`src/rtl/server_task_assigner_core_defines.svh`:
```
// Assertion macros shared by the block's checking code
`ifndef SERVER_TASK_ASSIGNER_CORE_DEFINES_SVH
`define SERVER_TASK_ASSIGNER_CORE_DEFINES_SVH

// Same-cycle implication, checked on every rising edge out of reset
`define STA_ASSERT_NOW(label, ante, cons) \
  label: assert property (@(posedge clk) disable iff (rst) (ante) |-> (cons)) \
    else $error("server_task_assigner_core: same-cycle check failed");

// Next-cycle implication, checked on every rising edge out of reset
`define STA_ASSERT_NEXT(label, ante, cons) \
  label: assert property (@(posedge clk) disable iff (rst) (ante) |=> (cons)) \
    else $error("server_task_assigner_core: next-cycle check failed");

`endif

```
`src/rtl/sta_pkg.sv`:
```
package sta_pkg;

  // Field widths
  localparam int TIME_W = 48;
  localparam int SVC_W  = 32;
  localparam int ID_W   = 5;
  localparam int CFG_W  = 5;

  // Reset value of the server count register
  localparam logic [CFG_W-1:0] NUM_SERVERS_RST = CFG_W'(16);

  // Commands from the controller to the datapath
  typedef struct packed {
    logic start;   // latch job, clear scan state
    logic issue;   // read one server entry, advance the scan counter
    logic sum;     // form the finish time and the chosen server
    logic commit;  // write back and load the result register
  } sta_cmd_t;

  // Status from the datapath to the controller
  typedef struct packed {
    logic last_issue;  // scan counter sits on the last active server
    logic out_free;    // result register can take a new result
  } sta_status_t;

endpackage

```
`src/rtl/sta_if.sv`:
```
// Job channel: one transaction per arriving job
interface sta_job_if;
  logic                       valid;
  logic                       ready;
  logic [sta_pkg::TIME_W-1:0] arrival_time;
  logic [sta_pkg::SVC_W-1:0]  service_time;

  modport source (output valid, arrival_time, service_time, input ready);
  modport sink   (input valid, arrival_time, service_time, output ready);
endinterface

// Result channel: one transaction per assigned job
interface sta_result_if;
  logic                       valid;
  logic                       ready;
  logic [sta_pkg::ID_W-1:0]   server_id;
  logic [sta_pkg::TIME_W-1:0] finish_time;

  modport source (output valid, server_id, finish_time, input ready);
  modport sink   (input valid, server_id, finish_time, output ready);
endinterface

```
`src/rtl/sta_ram.sv`:
```
// Generic single-write, single-read RAM with registered read data
module sta_ram #(
  parameter  int WIDTH = 48,
  parameter  int DEPTH = 16,
  localparam int AW    = (DEPTH > 1) ? $clog2(DEPTH) : 1
) (
  input  logic             clk,
  input  logic             we,
  input  logic [AW-1:0]    waddr,
  input  logic [WIDTH-1:0] wdata,
  input  logic [AW-1:0]    raddr,
  output logic [WIDTH-1:0] rdata
);

  logic [WIDTH-1:0] mem [DEPTH];

  always_ff @(posedge clk) begin
    if (we) begin
      mem[waddr] <= wdata;
    end
    rdata <= mem[raddr];
  end

endmodule

```
`src/rtl/sta_ctrl.sv`:
```
// Sequencer: accept a job, scan all active servers, sum, write back
module sta_ctrl (
  input  logic                 clk,
  input  logic                 rst,
  input  logic                 job_valid,
  output logic                 job_ready,
  input  sta_pkg::sta_status_t status,
  output sta_pkg::sta_cmd_t    cmd
);

  typedef enum logic [2:0] {
    S_IDLE,
    S_SCAN,
    S_DRAIN,
    S_SUM,
    S_COMMIT
  } state_t;

  state_t state;

  // Commands decoded from the current state
  always_comb begin
    cmd        = '0;
    job_ready  = (state == S_IDLE);
    cmd.start  = (state == S_IDLE) && job_valid;
    cmd.issue  = (state == S_SCAN);
    cmd.sum    = (state == S_SUM);
    cmd.commit = (state == S_COMMIT) && status.out_free;
  end

  // State register
  always_ff @(posedge clk) begin
    if (rst) begin
      state <= S_IDLE;
    end else begin
      case (state)
        S_IDLE: begin
          if (job_valid) state <= S_SCAN;
        end
        S_SCAN: begin
          if (status.last_issue) state <= S_DRAIN;
        end
        S_DRAIN: begin
          state <= S_SUM;
        end
        S_SUM: begin
          state <= S_COMMIT;
        end
        S_COMMIT: begin
          if (status.out_free) state <= S_IDLE;
        end
        default: begin
          state <= S_IDLE;
        end
      endcase
    end
  end

endmodule

```
`src/rtl/sta_datapath.sv`:
```
// Server table, scan logic, finish-time adder and result register
module sta_datapath #(
  parameter int MAX_SERVERS = 16
) (
  input  logic                        clk,
  input  logic                        rst,
  input  logic                        cfg_we,
  input  logic [sta_pkg::CFG_W-1:0]   cfg_wdata,
  input  logic [sta_pkg::TIME_W-1:0]  arrival_time,
  input  logic [sta_pkg::SVC_W-1:0]   service_time,
  input  sta_pkg::sta_cmd_t           cmd,
  output sta_pkg::sta_status_t        status,
  output logic                        res_valid,
  input  logic                        res_ready,
  output logic [sta_pkg::ID_W-1:0]    server_id,
  output logic [sta_pkg::TIME_W-1:0]  finish_time
);

  localparam int TW   = sta_pkg::TIME_W;
  localparam int IDXW = (MAX_SERVERS > 1) ? $clog2(MAX_SERVERS) : 1;
  localparam int CW   = ((IDXW + 1) > sta_pkg::CFG_W) ? (IDXW + 1) : sta_pkg::CFG_W;
  localparam int SW   = ((IDXW > sta_pkg::ID_W) ? IDXW : sta_pkg::ID_W) + 1;

  // Configuration and per-server free flags
  logic [sta_pkg::CFG_W-1:0] num_servers;
  logic [MAX_SERVERS-1:0]    srv_free;

  // Job and scan state
  logic [TW-1:0]              arrival;
  logic [sta_pkg::SVC_W-1:0]  service;
  logic [IDXW-1:0]            cnt;
  logic                       eval_v;
  logic [IDXW-1:0]            eidx;
  logic                       found;
  logic [IDXW-1:0]            free_idx;
  logic                       min_v;
  logic [TW-1:0]              min_val;
  logic [IDXW-1:0]            min_idx;
  logic [TW-1:0]              finish;
  logic [IDXW-1:0]            pick;

  logic [TW-1:0]   rd_data;
  logic [CW-1:0]   num_w;
  logic [CW-1:0]   last_w;
  logic [IDXW-1:0] last_idx;
  logic            is_free;
  logic [TW-1:0]   base;
  logic [TW:0]     sum_w;
  logic [SW-1:0]   id_wide;

  // Last active index: a count of zero acts as one, above the table acts as full
  always_comb begin
    num_w = CW'(num_servers);
    if (num_w == '0) begin
      last_w = '0;
    end else if (num_w > CW'(MAX_SERVERS)) begin
      last_w = CW'(MAX_SERVERS - 1);
    end else begin
      last_w = num_w - CW'(1);
    end
    last_idx = last_w[IDXW-1:0];
  end

  assign status.last_issue = (cnt == last_idx);
  assign status.out_free   = !res_valid || res_ready;

  // busy_until table; a free entry's contents are never used
  sta_ram #(
    .WIDTH (TW),
    .DEPTH (MAX_SERVERS)
  ) u_busy_ram (
    .clk   (clk),
    .we    (cmd.commit),
    .waddr (pick),
    .wdata (finish),
    .raddr (cnt),
    .rdata (rd_data)
  );

  // Entry under evaluation is free if already free or its time has passed
  assign is_free = srv_free[eidx] || (rd_data <= arrival);

  // Saturating finish time
  assign base  = found ? arrival : min_val;
  assign sum_w = {1'b0, base} + (TW + 1)'(service);

  assign id_wide = SW'(pick) + SW'(1);

  // Control registers
  always_ff @(posedge clk) begin
    if (rst) begin
      num_servers <= sta_pkg::NUM_SERVERS_RST;
      srv_free    <= '1;
      eval_v      <= 1'b0;
      res_valid   <= 1'b0;
    end else begin
      if (cfg_we) num_servers <= cfg_wdata;
      eval_v <= cmd.issue;
      if (eval_v && is_free && !srv_free[eidx]) srv_free[eidx] <= 1'b1;
      if (cmd.commit) srv_free[pick] <= 1'b0;
      if (cmd.commit) begin
        res_valid <= 1'b1;
      end else if (res_ready) begin
        res_valid <= 1'b0;
      end
    end
  end

  // Scan and result payload
  always_ff @(posedge clk) begin
    if (cmd.start) begin
      arrival <= arrival_time;
      service <= service_time;
      cnt     <= '0;
      found   <= 1'b0;
      min_v   <= 1'b0;
    end
    if (cmd.issue) begin
      eidx <= cnt;
      cnt  <= cnt + IDXW'(1);
    end
    if (eval_v) begin
      if (is_free && !found) begin
        found    <= 1'b1;
        free_idx <= eidx;
      end
      // strict compare keeps the lowest id on ties
      if (!is_free && (!min_v || rd_data < min_val)) begin
        min_v   <= 1'b1;
        min_val <= rd_data;
        min_idx <= eidx;
      end
    end
    if (cmd.sum) begin
      finish <= sum_w[TW] ? '1 : sum_w[TW-1:0];
      pick   <= found ? free_idx : min_idx;
    end
    if (cmd.commit) begin
      server_id   <= id_wide[sta_pkg::ID_W-1:0];
      finish_time <= finish;
    end
  end

endmodule

```
`src/rtl/server_task_assigner_core.sv`:
```
// Flow: a job transaction starts SCAN, then DRAIN, SUM and COMMIT, which waits for
// a free result register; result valid is set as COMMIT completes. No new job is
// taken before that. SCAN reads the busy-until RAM per active server, one entry a
// cycle through its single read port. The result register lets the next job be
// taken while a result waits. Reset (rst, synchronous): all servers free, server count 16, no result held.
`include "server_task_assigner_core_defines.svh"

module server_task_assigner_core #(
  parameter int MAX_SERVERS = 16
) (
  input  logic                      clk,
  input  logic                      rst,
  input  logic                      cfg_we,
  input  logic [sta_pkg::CFG_W-1:0] cfg_wdata,
  sta_job_if.sink                   job,
  sta_result_if.source              result
);

  sta_pkg::sta_cmd_t    cmd;
  sta_pkg::sta_status_t status;
  logic                 res_valid;

  // Sequencer
  sta_ctrl u_ctrl (
    .clk       (clk),
    .rst       (rst),
    .job_valid (job.valid),
    .job_ready (job.ready),
    .status    (status),
    .cmd       (cmd)
  );

  // Server table and arithmetic
  sta_datapath #(
    .MAX_SERVERS (MAX_SERVERS)
  ) u_datapath (
    .clk          (clk),
    .rst          (rst),
    .cfg_we       (cfg_we),
    .cfg_wdata    (cfg_wdata),
    .arrival_time (job.arrival_time),
    .service_time (job.service_time),
    .cmd          (cmd),
    .status       (status),
    .res_valid    (res_valid),
    .res_ready    (result.ready),
    .server_id    (result.server_id),
    .finish_time  (result.finish_time)
  );

  assign result.valid = res_valid;

  // A result is loaded only into a free or draining result register
  `STA_ASSERT_NOW(a_commit_slot, cmd.commit, !res_valid || result.ready)
  // A job transaction starts the scan; no second job is taken straight after
  `STA_ASSERT_NEXT(a_accept_busy, job.valid && job.ready, !job.ready && cmd.issue)
  // A new result appears only after a write-back
  `STA_ASSERT_NOW(a_result_origin, $rose(res_valid), $past(cmd.commit))

endmodule
```
`src/flat_wrapper.sv`:
```
// flat-port wrapper written by rule: the top's interface ports become plain ports
module server_task_assigner_core_flat 
#(
  parameter int MAX_SERVERS = 16
)
  (clk, rst, cfg_we, cfg_wdata, job_valid, job_arrival_time, job_service_time, job_ready, result_valid, result_server_id, result_finish_time, result_ready);
  sta_job_if job_i ();
  sta_result_if result_i ();
  input  logic clk;
  input  logic rst;
  input  logic cfg_we;
  input  logic [sta_pkg::CFG_W-1:0] cfg_wdata;
  input wire logic [$bits(job_i.valid)-1:0] job_valid;
  input wire logic [$bits(job_i.arrival_time)-1:0] job_arrival_time;
  input wire logic [$bits(job_i.service_time)-1:0] job_service_time;
  output wire logic [$bits(job_i.ready)-1:0] job_ready;
  output wire logic [$bits(result_i.valid)-1:0] result_valid;
  output wire logic [$bits(result_i.server_id)-1:0] result_server_id;
  output wire logic [$bits(result_i.finish_time)-1:0] result_finish_time;
  input wire logic [$bits(result_i.ready)-1:0] result_ready;
  assign job_i.valid = job_valid;
  assign job_i.arrival_time = job_arrival_time;
  assign job_i.service_time = job_service_time;
  assign job_ready = job_i.ready;
  assign result_valid = result_i.valid;
  assign result_server_id = result_i.server_id;
  assign result_finish_time = result_i.finish_time;
  assign result_i.ready = result_ready;
  server_task_assigner_core #(.MAX_SERVERS(MAX_SERVERS)) u_core (.clk(clk), .rst(rst), .cfg_we(cfg_we), .cfg_wdata(cfg_wdata), .job(job_i), .result(result_i));
endmodule
```
`config.mk`:
```
export PLATFORM = sky130hd
export DESIGN_NAME = server_task_assigner_core_flat
export DESIGN_NICKNAME = d
export VERILOG_FILES = /design/src/rtl/sta_pkg.sv /design/src/rtl/sta_if.sv /design/src/rtl/sta_ram.sv /design/src/rtl/sta_ctrl.sv /design/src/rtl/sta_datapath.sv /design/src/rtl/server_task_assigner_core.sv /design/src/flat_wrapper.sv
export VERILOG_INCLUDE_DIRS = /design/src /design/src/rtl
export SDC_FILE = /design/constraint.sdc
export NUM_CORES = 1
export LEC_CHECK = 0
export BUFFER_PORTS_ARGS = -buffer_cell sky130_fd_sc_hd__clkbuf_2
export CORE_ASPECT_RATIO = 1.2
export CORE_MARGIN = 1.5
export CORE_UTILIZATION = 56
export CTS_BUF_LIST = sky130_fd_sc_hd__clkbuf_4 sky130_fd_sc_hd__clkbuf_8 sky130_fd_sc_hd__clkbuf_16
export DETAILED_ROUTE_END_ITERATION = 10
export PLACE_DENSITY_LB_ADDON = 0.05
export REMOVE_ABC_BUFFERS = 1
export SLEW_MARGIN = 20
export SYNTH_ARGS = -nofsm -noshare
export SYNTH_HDL_FRONTEND = slang
export SYNTH_SLANG_ARGS = --single-unit
```
`constraint.sdc`:
```
create_clock -name clk -period 5.55 [get_ports clk]
set_input_delay 0.2775 -clock clk [delete_from_list [all_inputs] [get_ports clk]]
set_output_delay 0.2775 -clock clk [all_outputs]
set_load 0.005 [all_outputs]
```
==> flow_metrics.tcl <==
set metrics [dict create \
    cts_resized 0 \
    firstDrtPassIters 7 \
    rows 112 \
    worst_setup_path_end_kind "flop" \
    syn_area_um2 44400 \
    dp_slack_ns 1.26 \
    tritoncts "yes" \
    worst_ir_drop_vdd_mv 0.276 \
    power_density_nw_per_um2 430 \
    dieArea_um2 80900 \
    drive_gt1_share_pct 24.0 \
    core-area_um2 78100 \
    leakage_nw 17.8 \
    dpl.hpwl_mm 65.2 \
    hold_violations 0 \
    clock-root-buffer "clkbuf_16" \
    routed_wl_mm 107 \
    syn_to_final_growth_pct 15.2 \
    crit_path_start_kind "flop" \
    postRouteAntennaNets 0 \
    grt_pass1_vias 23900 \
    async_flop_share_pct 0 \
    postCtsHoldBufs 92 \
    finalNonFillerCells 3803 \
    ios 145 \
    num_vias 23300 \
    setup_viol 0 \
    slew_headroom_pct 25.4 \
    initial_core_util_pct 56.9 \
    yosysSeqAreaShare_pct 72.2 \
    slew_viol_final 0 \
    maxCapViolCount 0 \
    grt_start_max_net_pins 121 \
    clk_path_buf_depth 3 \
    fin_ws_ns 1.31 \
    gp_congestion 0.919 \
    ys_types 79 \
    fmax_mhz 236 \
    nets 2912 \
    vias_per_cell 6.12 \
    fin_tns_setup_ns 0 \
    syn_inst 2389 \
    cts.reportedPaths.clkPinSlew_ns 0.06 \
    postCtsSetupBuffers 0 \
    grt_use_total_pct 26.9 \
    grt_pass1_wl_mm 157 \
    clk_latency_ns 0.67 \
    die_h_um 311 \
    rsz0062_at_grt "no" \
    power.total_mw 22.0 \
    antenna_found_initial 3 \
    antenna-diode-count 0 \
    dpl.cell_count 3515 \
    period_share_pct 76.4 \
    worst-setup-path-type "flop to flop" \
    arrival_ns 4.63 \
    cts.sink_count 1093 \
    wire_per_inst_um 28.0 \
    status "complete, no violations" \
    portBuffers 144 \
    ys_warn_count 0 \
    global_route.overflow_total 0 \
    whs_ns 0.0387 \
    cts_max_level 3 \
    required_ns 5.94 \
    synth_edf_count 1017 \
    hold_path.class "input port to flop" \
    crit_fanout 68 \
    numCtsBuffers 105 \
    die_w_um 260 \
    worstMarginPinSlew_ns 1.12 \
    synth_ff_type "edfxtp_1" \
    period_needed_ns 4.24 \
    drt_iter0_drc 2447 \
    synth_seq_cells 1093 \
    drc_errors 0 \
    final.setup_skew_ns 0.0241 \
    avgSynthCellArea_um2 18.6 \
]
## cells by family (layout without fill, tap and decap cells)
family          Yosys count  after routing  share of synthesized area, %
flops                  1093           1093                          72.2
simple gates            340            340                          3.76
buf+inv                 216            604                          1.92
xor+xnor                 41             41                         0.809
compound gates          295            295                          4.48
fa+ha+maj               136            136                          3.84
mux                     268            268                          12.9
## cell usage in the layout, fill, tap and decap left out, drive strengths merged, types with 4 or more instances in the layout
cell type       n
nor3           25
nand2b         11
mux2i          19
mux2            5
nand4          36
a31oi           9
a211o           5
dfxtp          76
o211ai         11
nand3          30
nand2         116
and3            9
clkbuf        290
clkinv         31
buf            47
nor2b          11
inv           127
a41oi           4
o21bai          6
a221o          14
edfxtp       1017
o21ai          73
or3             5
clkinvlp        5
dlygate4sd3    92
xor2           18
mux4          244
nor4            7
o21a            8
bufinv         12
a21boi          5
nor3b           4
nor2           65
and2            4
xnor2          23
ha            133
a21o           59
a211oi          5
a21oi          71
## final cells by class
| class | instances | area [um2] |
|---|---|---|
| clock buffer | 146 | 3050 |
| clock inverter | 50 | 569 |
| fill | 5401 | 26900 |
| inverter | 125 | 479 |
| multi-input combinational | 1080 | 11500 |
| sequential | 1093 | 32100 |
| tap | 1026 | 1280 |
| timing repair buffer | 283 | 2160 |
## critical path: stages, from the launching register on
cell	delay, ns
dfxtp_4	0.79
inv_1	0.31
a21boi_0	0.37
fa_1	0.25
and2b_2	0.25
o2111ai_4	0.24
a2111oi_4	0.13
o211ai_2	0.31
nor3_1	0.15
o21ai_4	0.69
buf_4	0.32
a31oi_1	0.10
## state kept, by name, summed over array words and instances, names as in the netlist, 16 cells and up
signal / flops
u_core.u_datapath.u_busy_ram.mem: 768
u_core.u_datapath.arrival: 48
u_core.u_datapath.finish: 48
u_core.u_datapath.finish_time: 48
u_core.u_datapath.min_val: 48
u_core.u_datapath.u_busy_ram.rdata: 48
u_core.u_datapath.service: 32
u_core.u_datapath.srv_free: 16
## cell usage after synthesis, types with 6 or more instances
cell type | instances | share of area, %
a21o_1 | 59 | 1.0
a21oi_1 | 70 | 0.79
a221o_1 | 14 | 0.32
a31oi_1 | 9 | 0.13
and3_1 | 8 | 0.11
buf_1 | 10 | 0.085
buf_2 | 20 | 0.23
clkbuf_1 | 57 | 0.48
dfxtp_1 | 76 | 3.4
edfxtp_1 | 1017 | 69
ha_1 | 133 | 3.8
inv_1 | 125 | 1.1
mux2i_1 | 19 | 0.43
mux4_2 | 244 | 12
nand2_1 | 116 | 0.98
nand2b_1 | 11 | 0.16
nand3_1 | 30 | 0.34
nand4_1 | 36 | 0.51
nor2_1 | 65 | 0.55
nor2b_1 | 11 | 0.16
nor3_1 | 24 | 0.27
nor4_1 | 6 | 0.085
o211ai_1 | 9 | 0.15
o21a_1 | 8 | 0.14
o21ai_0 | 71 | 0.80
o21bai_1 | 6 | 0.10
xnor2_1 | 23 | 0.45
xor2_1 | 18 | 0.36
## stage by stage
step | cell area [um2] | util, %
6_report | 51100 | 65.5
3_5_place_dp | 46600 | 59.7
3_3_place_gp | 46500 | 59.5
4_1_cts | 51100 | 65.5
2_1_floorplan | 44000 | -
5_1_grt | 51100 | 65.5
## per-layer routing
| metal | vias up | wire (um) | track usage, % |
|---|---|---|---|
| li1 | 10200 | - | - |
| met1 | 12200 | 45200 | 39.1 |
| met2 | 792 | 52800 | 43.6 |
| met3 | 131 | 6520 | 3.47 |
| met4 | 2 | 2000 | 6.34 |
| met5 | - | 16 | 0 |
## final timing paths
check | slack (ns) | startpoint | cells past startpoint | endpoint
worst max-delay path | 1.31 | u_core.u_datapath.found$_DFF_P_ | 11 | u_core.u_datapath.finish[46]$_SDFFCE_PP1P_
worst min-delay path | 0.04 | job_valid | 5 | u_core.u_ctrl.state[2]$_SDFFE_PP0P_
worst max register to register | 1.31 | u_core.u_datapath.found$_DFF_P_ | 11 | u_core.u_datapath.finish[46]$_SDFFCE_PP1P_
worst min register to register | 0.45 | u_core.u_datapath.u_busy_ram.rdata[0]$_DFF_P_ | 0 | u_core.u_datapath.min_val[0]$_DFFE_PP_
## report_power, final
group | leakage, nW | switching, mW | internal, mW
Combinational | 6.18 | 2.50 | 2.15
Clock | 1.81 | 2.99 | 4.40
Sequential | 9.82 | 0.467 | 9.50
Total | 17.8 | 5.96 | 16.0
No activity file was read; power rests on OpenSTA's default activity.
